--- config.mk ---
export PLATFORM = sky130hd
export DESIGN_NAME = co_sensor_frame_monitor_unit
export DESIGN_NICKNAME = d
export VERILOG_FILES = /design/src/design/cosfm_pkg.sv /design/src/design/cosfm_framer.sv /design/src/design/co_sensor_frame_monitor_unit.sv
export SDC_FILE = /design/constraint.sdc
export NUM_CORES = 1
export LEC_CHECK = 0
export BUFFER_PORTS_ARGS = -buffer_cell sky130_fd_sc_hd__buf_2
export CORE_UTILIZATION = 40
export DETAILED_ROUTE_END_ITERATION = 6
export HOLD_SLACK_MARGIN = 0.05
export PLACE_DENSITY = 0.68
export SYNTH_ARGS = -nofsm -noshare
export SYNTH_HDL_FRONTEND = slang
export SYNTH_SLANG_ARGS = --single-unit
export TNS_END_PERCENT = 1
--- constraint.sdc ---
create_clock -name clk -period 19.5 [get_ports clk]
set_input_delay 1.95 -clock clk [delete_from_list [all_inputs] [get_ports clk]]
set_output_delay 1.95 -clock clk [all_outputs]
set_load 0.05 [all_outputs]
--- src/design/cosfm_pkg.sv ---
package cosfm_pkg;

  // Frame layout
  localparam int unsigned FRAME_BYTES = 9;
  localparam int unsigned POS_W       = 4;
  localparam logic [POS_W-1:0] POS_HEADER  = POS_W'(1);
  localparam logic [POS_W-1:0] POS_HI      = POS_W'(4);
  localparam logic [POS_W-1:0] POS_LO      = POS_W'(5);
  localparam logic [POS_W-1:0] POS_LAST    = POS_W'(FRAME_BYTES - 1);
  localparam logic [7:0] START_BYTE  = 8'hFF;
  localparam logic [7:0] HEADER_BYTE = 8'h04;

  // Input item kinds
  localparam logic KIND_BYTE = 1'b0;
  localparam logic KIND_TICK = 1'b1;

  // Link status codes
  localparam logic [2:0] ST_OK       = 3'd0;
  localparam logic [2:0] ST_NO_DATA  = 3'd1;
  localparam logic [2:0] ST_BAD_FRM  = 3'd2;
  localparam logic [2:0] ST_BAD_SUM  = 3'd3;
  localparam logic [2:0] ST_TIMEOUT  = 3'd4;
  localparam logic [2:0] ST_INVALID  = 3'd5;

  // Gas level codes
  localparam logic [2:0] LVL_INIT    = 3'd0;
  localparam logic [2:0] LVL_NORMAL  = 3'd1;
  localparam logic [2:0] LVL_WARNING = 3'd2;
  localparam logic [2:0] LVL_ALARM   = 3'd3;
  localparam logic [2:0] LVL_FAULT   = 3'd4;

  // Configuration register indexes
  localparam logic [1:0] REG_WARNING = 2'd0;
  localparam logic [1:0] REG_ALARM   = 2'd1;
  localparam logic [1:0] REG_MAX     = 2'd2;
  localparam logic [1:0] REG_SILENCE = 2'd3;

  // Configuration reset values
  localparam logic [8:0]  RST_WARNING = 9'd50;
  localparam logic [8:0]  RST_ALARM   = 9'd100;
  localparam logic [15:0] RST_MAX     = 16'd5000;
  localparam logic [15:0] RST_SILENCE = 16'd5000;

  localparam logic [15:0] QUIET_MAX = 16'hFFFF;

  typedef struct packed {
    logic       kind;
    logic [7:0] rx_byte;
  } in_t;

  typedef struct packed {
    logic        frame_good;
    logic [2:0]  link_status;
    logic [2:0]  gas_level;
    logic [15:0] reading;
    logic        level_changed;
    logic        fault_raised;
    logic [31:0] good_count;
    logic [31:0] bad_count;
  } out_t;

  // Frame completion event from the framer
  typedef struct packed {
    logic        done;
    logic        hdr_ok;
    logic        sum_ok;
    logic [15:0] value;
  } frame_evt_t;

  // ppm threshold times ten: ppm >= lvl exactly when value >= 10 * lvl
  function automatic logic [12:0] times_ten(input logic [8:0] lvl);
    logic [12:0] w;
    begin
      w = {4'd0, lvl};
      times_ten = (w << 3) + (w << 1);
    end
  endfunction

endpackage

--- src/design/cosfm_framer.sv ---
module cosfm_framer (
  input  logic                   clk,
  input  logic                   rst_n,
  input  logic                   byte_en,
  input  logic [7:0]             rx_byte,
  output cosfm_pkg::frame_evt_t  evt
);

  logic                          in_frame_r, in_frame_nxt;
  logic [cosfm_pkg::POS_W-1:0]   pos_r, pos_nxt;
  logic                          hdr_ok_r, hdr_ok_nxt;
  logic [7:0]                    sum_r, sum_nxt;
  logic [7:0]                    hi_r, hi_nxt;
  logic [7:0]                    lo_r, lo_nxt;
  logic [7:0]                    sum_chk;

  // Hunt for the start byte, then keep a running checksum and the reading bytes
  always_comb begin
    in_frame_nxt = in_frame_r;
    pos_nxt      = pos_r;
    hdr_ok_nxt   = hdr_ok_r;
    sum_nxt      = sum_r;
    hi_nxt       = hi_r;
    lo_nxt       = lo_r;
    sum_chk      = sum_r + rx_byte;
    evt.done     = 1'b0;
    evt.hdr_ok   = hdr_ok_r;
    evt.sum_ok   = (sum_chk == 8'd0);
    evt.value    = {hi_r, lo_r};
    if (byte_en) begin
      if (!in_frame_r) begin
        if (rx_byte == cosfm_pkg::START_BYTE) begin
          in_frame_nxt = 1'b1;
          pos_nxt      = cosfm_pkg::POS_HEADER;
        end
      end else if (pos_r == cosfm_pkg::POS_LAST) begin
        in_frame_nxt = 1'b0;
        pos_nxt      = '0;
        evt.done     = 1'b1;
      end else begin
        pos_nxt = pos_r + 1'b1;
        if (pos_r == cosfm_pkg::POS_HEADER) begin
          hdr_ok_nxt = (rx_byte == cosfm_pkg::HEADER_BYTE);
          sum_nxt    = rx_byte;
        end else begin
          sum_nxt = sum_chk;
        end
        if (pos_r == cosfm_pkg::POS_HI) hi_nxt = rx_byte;
        if (pos_r == cosfm_pkg::POS_LO) lo_nxt = rx_byte;
      end
    end
  end

  // Hold framing control under reset
  always_ff @(posedge clk) begin
    if (!rst_n) begin
      in_frame_r <= 1'b0;
      pos_r      <= '0;
    end else begin
      in_frame_r <= in_frame_nxt;
      pos_r      <= pos_nxt;
    end
  end

  always_ff @(posedge clk) begin
    hdr_ok_r <= hdr_ok_nxt;
    sum_r    <= sum_nxt;
    hi_r     <= hi_nxt;
    lo_r     <= lo_nxt;
  end

endmodule

--- src/design/co_sensor_frame_monitor_unit.sv ---
// Result beats are registered in the output register, or in the skid register
// while one result waits. Throughput: one item per cycle while the skid is empty;
// the two-entry output stage (result plus skid register) keeps input accepted.
// Reset: synchronous, active low; clears status to no data, level to init,
// counters and silence timer to zero and thresholds to their defaults.
module co_sensor_frame_monitor_unit (
  input  logic             clk,
  input  logic             rst_n,
  input  logic             in_valid,
  output logic             in_stall,
  input  cosfm_pkg::in_t   in_data,
  output logic             out_valid,
  input  logic             out_stall,
  output cosfm_pkg::out_t  out_data,
  input  logic             cfg_we,
  input  logic [1:0]       cfg_index,
  input  logic [15:0]      cfg_wdata
);

  logic [8:0]  warn_r, alarm_r;
  logic [15:0] max_r, silence_r;

  logic [2:0]  level_r, level_nxt;
  logic [2:0]  status_r, status_nxt;
  logic [15:0] reading_r, reading_nxt;
  logic [15:0] quiet_r, quiet_nxt;
  logic        ever_r, ever_nxt;
  logic [31:0] good_r, good_nxt;
  logic [31:0] bad_r, bad_nxt;

  logic        acc;
  logic        byte_en;
  logic        silent;
  logic [2:0]  cls;
  cosfm_pkg::frame_evt_t evt;
  cosfm_pkg::out_t       res;

  logic            out_v_r;
  logic            skid_v_r;
  cosfm_pkg::out_t out_r;
  cosfm_pkg::out_t skid_r;
  logic            out_take;

  assign acc      = in_valid && !in_stall;
  assign byte_en  = acc && (in_data.kind == cosfm_pkg::KIND_BYTE);
  assign in_stall = skid_v_r;
  assign out_take = out_v_r && !out_stall;

  cosfm_framer u_framer (
    .clk     (clk),
    .rst_n   (rst_n),
    .byte_en (byte_en),
    .rx_byte (in_data.rx_byte),
    .evt     (evt)
  );

  // Classify a reading against the scaled thresholds
  always_comb begin
    if ({3'd0, evt.value} >= {6'd0, cosfm_pkg::times_ten(alarm_r)}) begin
      cls = cosfm_pkg::LVL_ALARM;
    end else if ({3'd0, evt.value} >= {6'd0, cosfm_pkg::times_ten(warn_r)}) begin
      cls = cosfm_pkg::LVL_WARNING;
    end else begin
      cls = cosfm_pkg::LVL_NORMAL;
    end
  end

  // Update monitor state and build the result beat
  always_comb begin
    level_nxt   = level_r;
    status_nxt  = status_r;
    reading_nxt = reading_r;
    quiet_nxt   = quiet_r;
    ever_nxt    = ever_r;
    good_nxt    = good_r;
    bad_nxt     = bad_r;
    silent      = 1'b0;
    res         = '0;
    if (acc) begin
      if (in_data.kind == cosfm_pkg::KIND_BYTE) begin
        if (evt.done) begin
          if (!evt.hdr_ok) begin
            status_nxt = cosfm_pkg::ST_BAD_FRM;
            bad_nxt    = bad_r + 32'd1;
          end else if (!evt.sum_ok) begin
            status_nxt = cosfm_pkg::ST_BAD_SUM;
            bad_nxt    = bad_r + 32'd1;
          end else if (evt.value > max_r) begin
            status_nxt = cosfm_pkg::ST_INVALID;
            bad_nxt    = bad_r + 32'd1;
          end else begin
            status_nxt        = cosfm_pkg::ST_OK;
            reading_nxt       = evt.value;
            good_nxt          = good_r + 32'd1;
            ever_nxt          = 1'b1;
            quiet_nxt         = '0;
            level_nxt         = cls;
            res.frame_good    = 1'b1;
            res.level_changed = (cls != level_r);
          end
        end
      end else begin
        if (quiet_r != cosfm_pkg::QUIET_MAX) quiet_nxt = quiet_r + 16'd1;
        silent = ever_r ? (quiet_nxt > silence_r) : (quiet_nxt >= silence_r);
        if (silent && (status_r != cosfm_pkg::ST_TIMEOUT)) begin
          status_nxt       = cosfm_pkg::ST_TIMEOUT;
          level_nxt        = cosfm_pkg::LVL_FAULT;
          res.fault_raised = 1'b1;
        end
      end
    end
    res.link_status = status_nxt;
    res.gas_level   = level_nxt;
    res.reading     = reading_nxt;
    res.good_count  = good_nxt;
    res.bad_count   = bad_nxt;
  end

  // Write configuration registers
  always_ff @(posedge clk) begin
    if (!rst_n) begin
      warn_r    <= cosfm_pkg::RST_WARNING;
      alarm_r   <= cosfm_pkg::RST_ALARM;
      max_r     <= cosfm_pkg::RST_MAX;
      silence_r <= cosfm_pkg::RST_SILENCE;
    end else if (cfg_we) begin
      case (cfg_index)
        cosfm_pkg::REG_WARNING: warn_r    <= cfg_wdata[8:0];
        cosfm_pkg::REG_ALARM:   alarm_r   <= cfg_wdata[8:0];
        cosfm_pkg::REG_MAX:     max_r     <= cfg_wdata;
        cosfm_pkg::REG_SILENCE: silence_r <= cfg_wdata;
        default: ;
      endcase
    end
  end

  // Advance monitor state
  always_ff @(posedge clk) begin
    if (!rst_n) begin
      level_r   <= cosfm_pkg::LVL_INIT;
      status_r  <= cosfm_pkg::ST_NO_DATA;
      reading_r <= '0;
      quiet_r   <= '0;
      ever_r    <= 1'b0;
      good_r    <= '0;
      bad_r     <= '0;
    end else begin
      level_r   <= level_nxt;
      status_r  <= status_nxt;
      reading_r <= reading_nxt;
      quiet_r   <= quiet_nxt;
      ever_r    <= ever_nxt;
      good_r    <= good_nxt;
      bad_r     <= bad_nxt;
    end
  end

  // Output register with skid: drain skid first, otherwise load or park the new beat
  always_ff @(posedge clk) begin
    if (!rst_n) begin
      out_v_r  <= 1'b0;
      skid_v_r <= 1'b0;
    end else if (skid_v_r) begin
      if (out_take) begin
        out_r    <= skid_r;
        skid_v_r <= 1'b0;
      end
    end else if (acc) begin
      if (!out_v_r || out_take) begin
        out_r   <= res;
        out_v_r <= 1'b1;
      end else begin
        skid_r   <= res;
        skid_v_r <= 1'b1;
      end
    end else if (out_take) begin
      out_v_r <= 1'b0;
    end
  end

  assign out_valid = out_v_r;
  assign out_data  = out_r;

`ifndef SYNTHESIS
  a_skid_needs_out: assert property (@(posedge clk) disable iff (!rst_n)
    skid_v_r |-> out_v_r)
    else $error("skid entry held without a result in the output register");

  a_fault_state: assert property (@(posedge clk) disable iff (!rst_n)
    (out_v_r && out_r.fault_raised) |->
      (out_r.gas_level == cosfm_pkg::LVL_FAULT &&
       out_r.link_status == cosfm_pkg::ST_TIMEOUT))
    else $error("fault raised without timeout status and fault level");

  a_good_clears_quiet: assert property (@(posedge clk) disable iff (!rst_n)
    (acc && res.frame_good) |=> (quiet_r == 16'd0 && ever_r))
    else $error("good reading did not clear the silence timer");
`endif

endmodule
Word level (Yosys, flattened, before mapping). Index checks and enable logic that the tools add are counted.

Bits in registers: 363. Bits in latches: 0. Bits in writable memories: 0. Memory bits (read-only): 0. Word-level logic and storage cells: 174. Memories kept: 0.

Add/subtract/negate cells: 7. Multipliers: 0. Divide/modulo/power cells: 0. Magnitude comparators: 5. Eq/ne operators: 15. Shift-type cells: 0. Multiplexer cells: 76. Bitwise logic cells: 5. Reductions and logical operators: 31.

Operator list (count): $mux 32 (12); $mux 89 (4); $mux 16 (14); $add 32x1->32 const B (2); $mux 3 (15); $ge 16x13->1 (2); $gt 16x16->1 (2); $add 12x10->13 (2); $mux 1 (26); $reduce_and 4->1 (5); $add 16x1->16 const B (1); $ge 16x16->1 (1); $ne 16x16->1 const B (1); $reduce_bool 2->1 (7); $mux 4 (3); $reduce_and 2->1 (5); $add 8x8->8 (1); $eq 4x3->1 const B (2); $eq 8x3->1 const B (1); $eq 8x8->1 const B (1); $logic_not 8->1 (1); $mux 8 (1); $reduce_and 3->1 (2); $reduce_and 6->1 (1); 16 further kinds (27).

Logic depth before layout (Yosys ltp).
Word-level depth: 13. Mapped depth: 20. Gate-level depth less buffers: 20.

Modules after synthesis. From an unflattened synthesis, not the netlist that was laid out.

Cell total of the unflattened synthesis: 1553. Area total of the unflattened synthesis: 17362.9 um2.

By module, submodules not included: co_sensor_frame_monitor_unit (times used 1, cells an instance 1434, area an instance 15810.2 um2, sequential area each 8448.1 um2); cosfm_framer (times used 1, cells an instance 119, area an instance 1552.7 um2, sequential area each 850.8 um2).

Least setup slack after synthesis. OpenSTA, ideal clock, no wires.

Path kind: input -> register. From: input port rst_n. To: register skid_r[0] (netlist bit), enable pin. Arrival: 8279 ps. Setup slack: 10575 ps. Cell stages on the path: 3. Buffers on the path: 1. Cell sequence: inv_2 -> clkbuf_1 -> nor3_1.

Cells in the longest elaborated chain, start to end: 1.

Ends and longest elaborated chain: from (decl) (line co_sensor_frame_monitor_unit.sv:8) `input logic rst_n,`; $reduce_and 4->1 (no source line); to (signal assigned) (line co_sensor_frame_monitor_unit.sv:173) `skid_r <= res;`; to (decl) (line co_sensor_frame_monitor_unit.sv:41) `cosfm_pkg::out_t skid_r;`.

Every way passes these cells. A chain may end at the register's enable or synchronous reset.

Final worst setup path.
From: input port in_valid. To: register out_r (netlist bit out_data[32]) (data pin).

Cells in the longest elaborated chain, start to end: 9.

Ends and longest elaborated chain: from (decl) (line co_sensor_frame_monitor_unit.sv:9) `input logic in_valid,`; $logic_and 1x1->1 * (line co_sensor_frame_monitor_unit.sv:44) `assign acc = in_valid && !in_stall;`; $logic_and 1x1->1 (line co_sensor_frame_monitor_unit.sv:45) `assign byte_en = acc && (in_data.kind == cosfm_pkg::KIND_BYTE);`; $mux 1 (line cosfm_framer.sv:30) `if (byte_en) begin`; $mux 32 (line co_sensor_frame_monitor_unit.sv:81) `if (evt.done) begin`; $mux 32 (line co_sensor_frame_monitor_unit.sv:80) `if (in_data.kind == cosfm_pkg::KIND_BYTE) begin`; $mux 32 * (line co_sensor_frame_monitor_unit.sv:79) `if (acc) begin`; named net good_nxt[0] (line co_sensor_frame_monitor_unit.sv:28) `logic [31:0] good_r, good_nxt;`; $mux 89 * (line co_sensor_frame_monitor_unit.sv:169) `if (!out_v_r || out_take) begin`; $mux 89 * (line co_sensor_frame_monitor_unit.sv:168) `end else if (acc) begin`; $mux 89 * (line co_sensor_frame_monitor_unit.sv:163) `end else if (skid_v_r) begin`; to (signal assigned) (line co_sensor_frame_monitor_unit.sv:165) `out_r <= skid_r;`; to (signal assigned) (line co_sensor_frame_monitor_unit.sv:170) `out_r <= res;`; to (decl) (line co_sensor_frame_monitor_unit.sv:40) `cosfm_pkg::out_t out_r;`.

The timed path passes the listed nets; every way through them passes the cells marked *. The select of a mux whose other input is x is not followed.

==> qor.csv <==
stage,metric,value,unit
outcome,status,"complete, no violations",
die,die_x,208.4,µm
clock_tree,cts_tree,done,
clock_tree,root_buffer,clkbuf_16,
finish,syn2layout_area_growth,14.41,%
grt,grt_max_degree,93,
setup_path,worstReg2RegStart,quiet_r[0],
drt,drt-vias-per-instance,5.225,
setup_path,worstSetupPathType,in -> reg,
timing,fin_tns_setup,0,ps
setup_path,required,19800,ps
setup_path,crit_path_end_kind,flip-flop,
yosys,synth_fp_nets,1632,
grt,grt_pass1_vias,11228,
die,die_area,43430,µm²
drt,wirelength,37920,µm
setup_path,slowest_delay,940,ps
clock_tree,htreeDepth,2,
timing,setup_viol,0,
setup_path,crit_path_start,in_valid,
power,p_leak,8.107,nW
placement,pre_cts_ws,13530,ps
clock_tree,cts_resized,0,
yosys,avgSynthCellArea,11.25,µm²
drt,vias,11521,
power,pwr-share-clk,0.443,
die,num_rows,75,
yosys,synth_commonest_cells,"edfxtp_1 (203), dfxtp_1 (160), nand2_1 (133)",
yosys,yosys-top-cells-area,"edfxtp_1 (36%), dfxtp_1 (19%), ha_1 (6.1%)",
power,p_switching,0.0003842,W
drt,wl_per_cell,17.20,µm
drt,ant_nets,0,
timing,finalCritPeriodShare,0.2763,
timing,relSlewSlack,0.2420,
finish,nNetsFinal,1750,
grt,antenna_found_initial,5,
power,total_power,0.001678,W
setup_path,slowest_stage,or2_2,
yosys,ys_async_sr_fraction,0,
drt,first_pass_iters,5,
yosys,synth_edf_count,203,
setup_path,cp_cell_sequence,buf_2 > nor3b_1 > nand2_1 > nor2_1 > nand3_2 > or2_2 > xnor2_1 > mux2_2,
drt,first_iter_violations,730,
grt,grt_pass1_wl,60880,µm
setup_path,cp-start-kind,primary input,
yosys,yosysUniqueCellTypes,67,
min_path,hold_path_class,reg -> reg,
die,core-area,41950,µm²
yosys,synth-seq-area-share,0.5457,
power,combinationalPowerShare,0.065,
finish,post-route-util,0.4647,
clock_tree,clock_latency,560,ps
yosys,ys.flop_type,edfxtp_1,
timing,worst_slack,14110,ps
clock_tree,cts_setup_buffers,0,
power,irDropWorstVdd,0.06347,mV
placement,hpwl,25850,µm
setup_path,timing.rr.end,out_data[85],
timing,finalHoldViolations,0,
yosys,yosysMostFrequentCell,edfxtp_1,
setup_path,cp-endpoint,out_data[32],
die,die_h,208.4,µm
setup_path,cp_max_fo,33,
timing,final.setup_skew,24.78,ps
grt,track_usage,0.1765,
drt,drc_errors,0,
power,seq_power_share,0.492,
clock_tree,clk_pin_slew,60,ps
power,p_int,0.001293,W
run,drv_cap,0,
setup_path,reg2regPathDepth,16,
grt,grt-ovfl-total,0,
die,start_util,0.4062,
yosys,yosysTopAreaCell,edfxtp_1,
yosys,synth_area,17040,µm²
yosys,postSynthCellCount,1514,
timing,worstMarginPinSlew,1121,ps
setup_path,crit_arrival,5690,ps
die,boundaryPins,123,
power,cellPowerDensity,86.06,nW/µm²
yosys,ys_warn_count,0,
timing,worst_hold_slack,456.0,ps
timing,rsz0062_at_grt,false,
timing,drv_slew,0,
placement,io_buffers,122,
power,p_sw_frac,0.2290,
yosys,synth_seq_cells,363,
timing,post-route-min-period,5387,ps
finish,n_fill_cell,3804,
clock_tree,clock-sinks,363,
finish,drive_gt1_frac,0.1708,
yosys,synth_top_area_share,0.3578,
clock_tree,hold_buffers,0,
clock_tree,cts_max_path_buffers,3,
placement,gp_congestion,0.8524,
timing,fmax,185.6,MHz
clock_tree,cts_buffers,39,
setup_path,r2r_slack,14750,ps
[worst max-delay path: cells and delay by family]
kind	cells	cell delay (ps)
simple gates	5	3020
xor+xnor	1	270
buf+inv	1	140
mux	1	300
[state kept, by name, summed over array words and instances, names as in the netlist]
register and cells:
alarm_r 9, bad_r 32, ever_r 1, good_r 32, in_stall 1, level_r 3
max_r 16, out_data 89, out_valid 1, quiet_r 16, reading_r 16, silence_r 16
skid_r 89, status_r 3, u_framer.hdr_ok_r 1, u_framer.hi_r 8, u_framer.in_frame_r 1, u_framer.lo_r 8
u_framer.pos_r 4, u_framer.sum_r 8, warn_r 9
[power by group through the flow]
| stage | combinational, W | sequential, W | clock [W] |
|---|---|---|---|
| global placement | 0.000107 | 0.000842 | 0 |
| CTS | 0.000110 | 0.000826 | 0.000763 |
| global route | 0.000119 | 0.000826 | 0.000790 |
| finish | 0.000110 | 0.000825 | 0.000743 |
| floorplan | 0.0000523 | 0.000869 | 0 |
| detailed placement | 0.000110 | 0.000842 | 0 |
[kinds of logic after synthesis]
| kind of cell | count (synthesis) | share of synthesized area |
|---|---|---|
| AO/OA/AOI/OAI | 173 | 0.06257 |
| AND/OR/NAND/NOR | 502 | 0.1611 |
| buffers and inverters | 173 | 0.03995 |
| flip-flops | 363 | 0.5457 |
| XOR/XNOR | 91 | 0.04678 |
| adder cells (fa/ha/maj) | 86 | 0.06447 |
| multiplexers | 126 | 0.07938 |
[layer usage]
layer	wire, µm	global-route usage	vias up
met3	1791	0.03291	60
met2	17840	0.2880	261
met4	974	0.06079	4
met1	17280	0.2346	5564
li1	-	-	5632
met5	31	0	-
[worst min-delay path by stage]
stage | from | end | slack, ps | depth (start not counted)
2_1_floorplan | ever_r | ever_r | 430 | 2
3_3_place_gp | ever_r | ever_r | 440 | 2
3_5_place_dp | silence_r[14] | silence_r[14] | 450 | 2
4_1_cts | silence_r[14] | silence_r[14] | 460 | 2
5_1_grt | silence_r[14] | silence_r[14] | 470 | 2
6_report | silence_r[11] | silence_r[11] | 460 | 2
[cell usage in the layout (no fill, tap or decap), types with 5 or more instances in the layout]
| master | n |
|---|---|
| nand4b_1 | 8 |
| xnor2_1 | 47 |
| o21ai_0 | 30 |
| a21oi_1 | 67 |
| clkbuf_16 | 40 |
| nor2_1 | 79 |
| nor4_2 | 5 |
| nand3b_1 | 18 |
| o211ai_1 | 19 |
| clkinv_1 | 7 |
| and2_1 | 72 |
| a21o_1 | 11 |
| nand2b_1 | 10 |
| a31oi_1 | 6 |
| mux2i_1 | 53 |
| nand4_1 | 28 |
| nor4_1 | 22 |
| nor2b_1 | 6 |
| ha_1 | 83 |
| edfxtp_1 | 203 |
| dfxtp_1 | 159 |
| o31ai_1 | 6 |
| xor2_1 | 44 |
| nand3_1 | 40 |
| inv_1 | 112 |
| buf_4 | 14 |
| nor4_4 | 6 |
| clkinv_2 | 5 |
| clkbuf_1 | 10 |
| and3_1 | 24 |
| buf_2 | 122 |
| nand2_1 | 133 |
| mux2_2 | 69 |
| nor3_1 | 21 |
[cell type report]
cell class	count	area (µm²)	area share
antenna	3	7.507	0.0003851
clock buffer	54	1085	0.05565
clock inverter	18	200.2	0.01027
inverter	114	427.9	0.02195
multi-input combinational	978	7081	0.3632
sequential	363	9303	0.4772
tap	539	674.4	0.03460
timing repair buffer	136	715.7	0.03671
[metrics by stage]
stage / instance area [µm²] / instances
6_report: 19490 / 2205
5_1_grt: 19490 / 2204
4_1_cts: 19490 / 2202
3_5_place_dp: 18200 / 2130
3_3_place_gp: 18200 / 2130
2_1_floorplan: 17040 / 1514
Note: power is estimated with default switching activity, not from simulation.
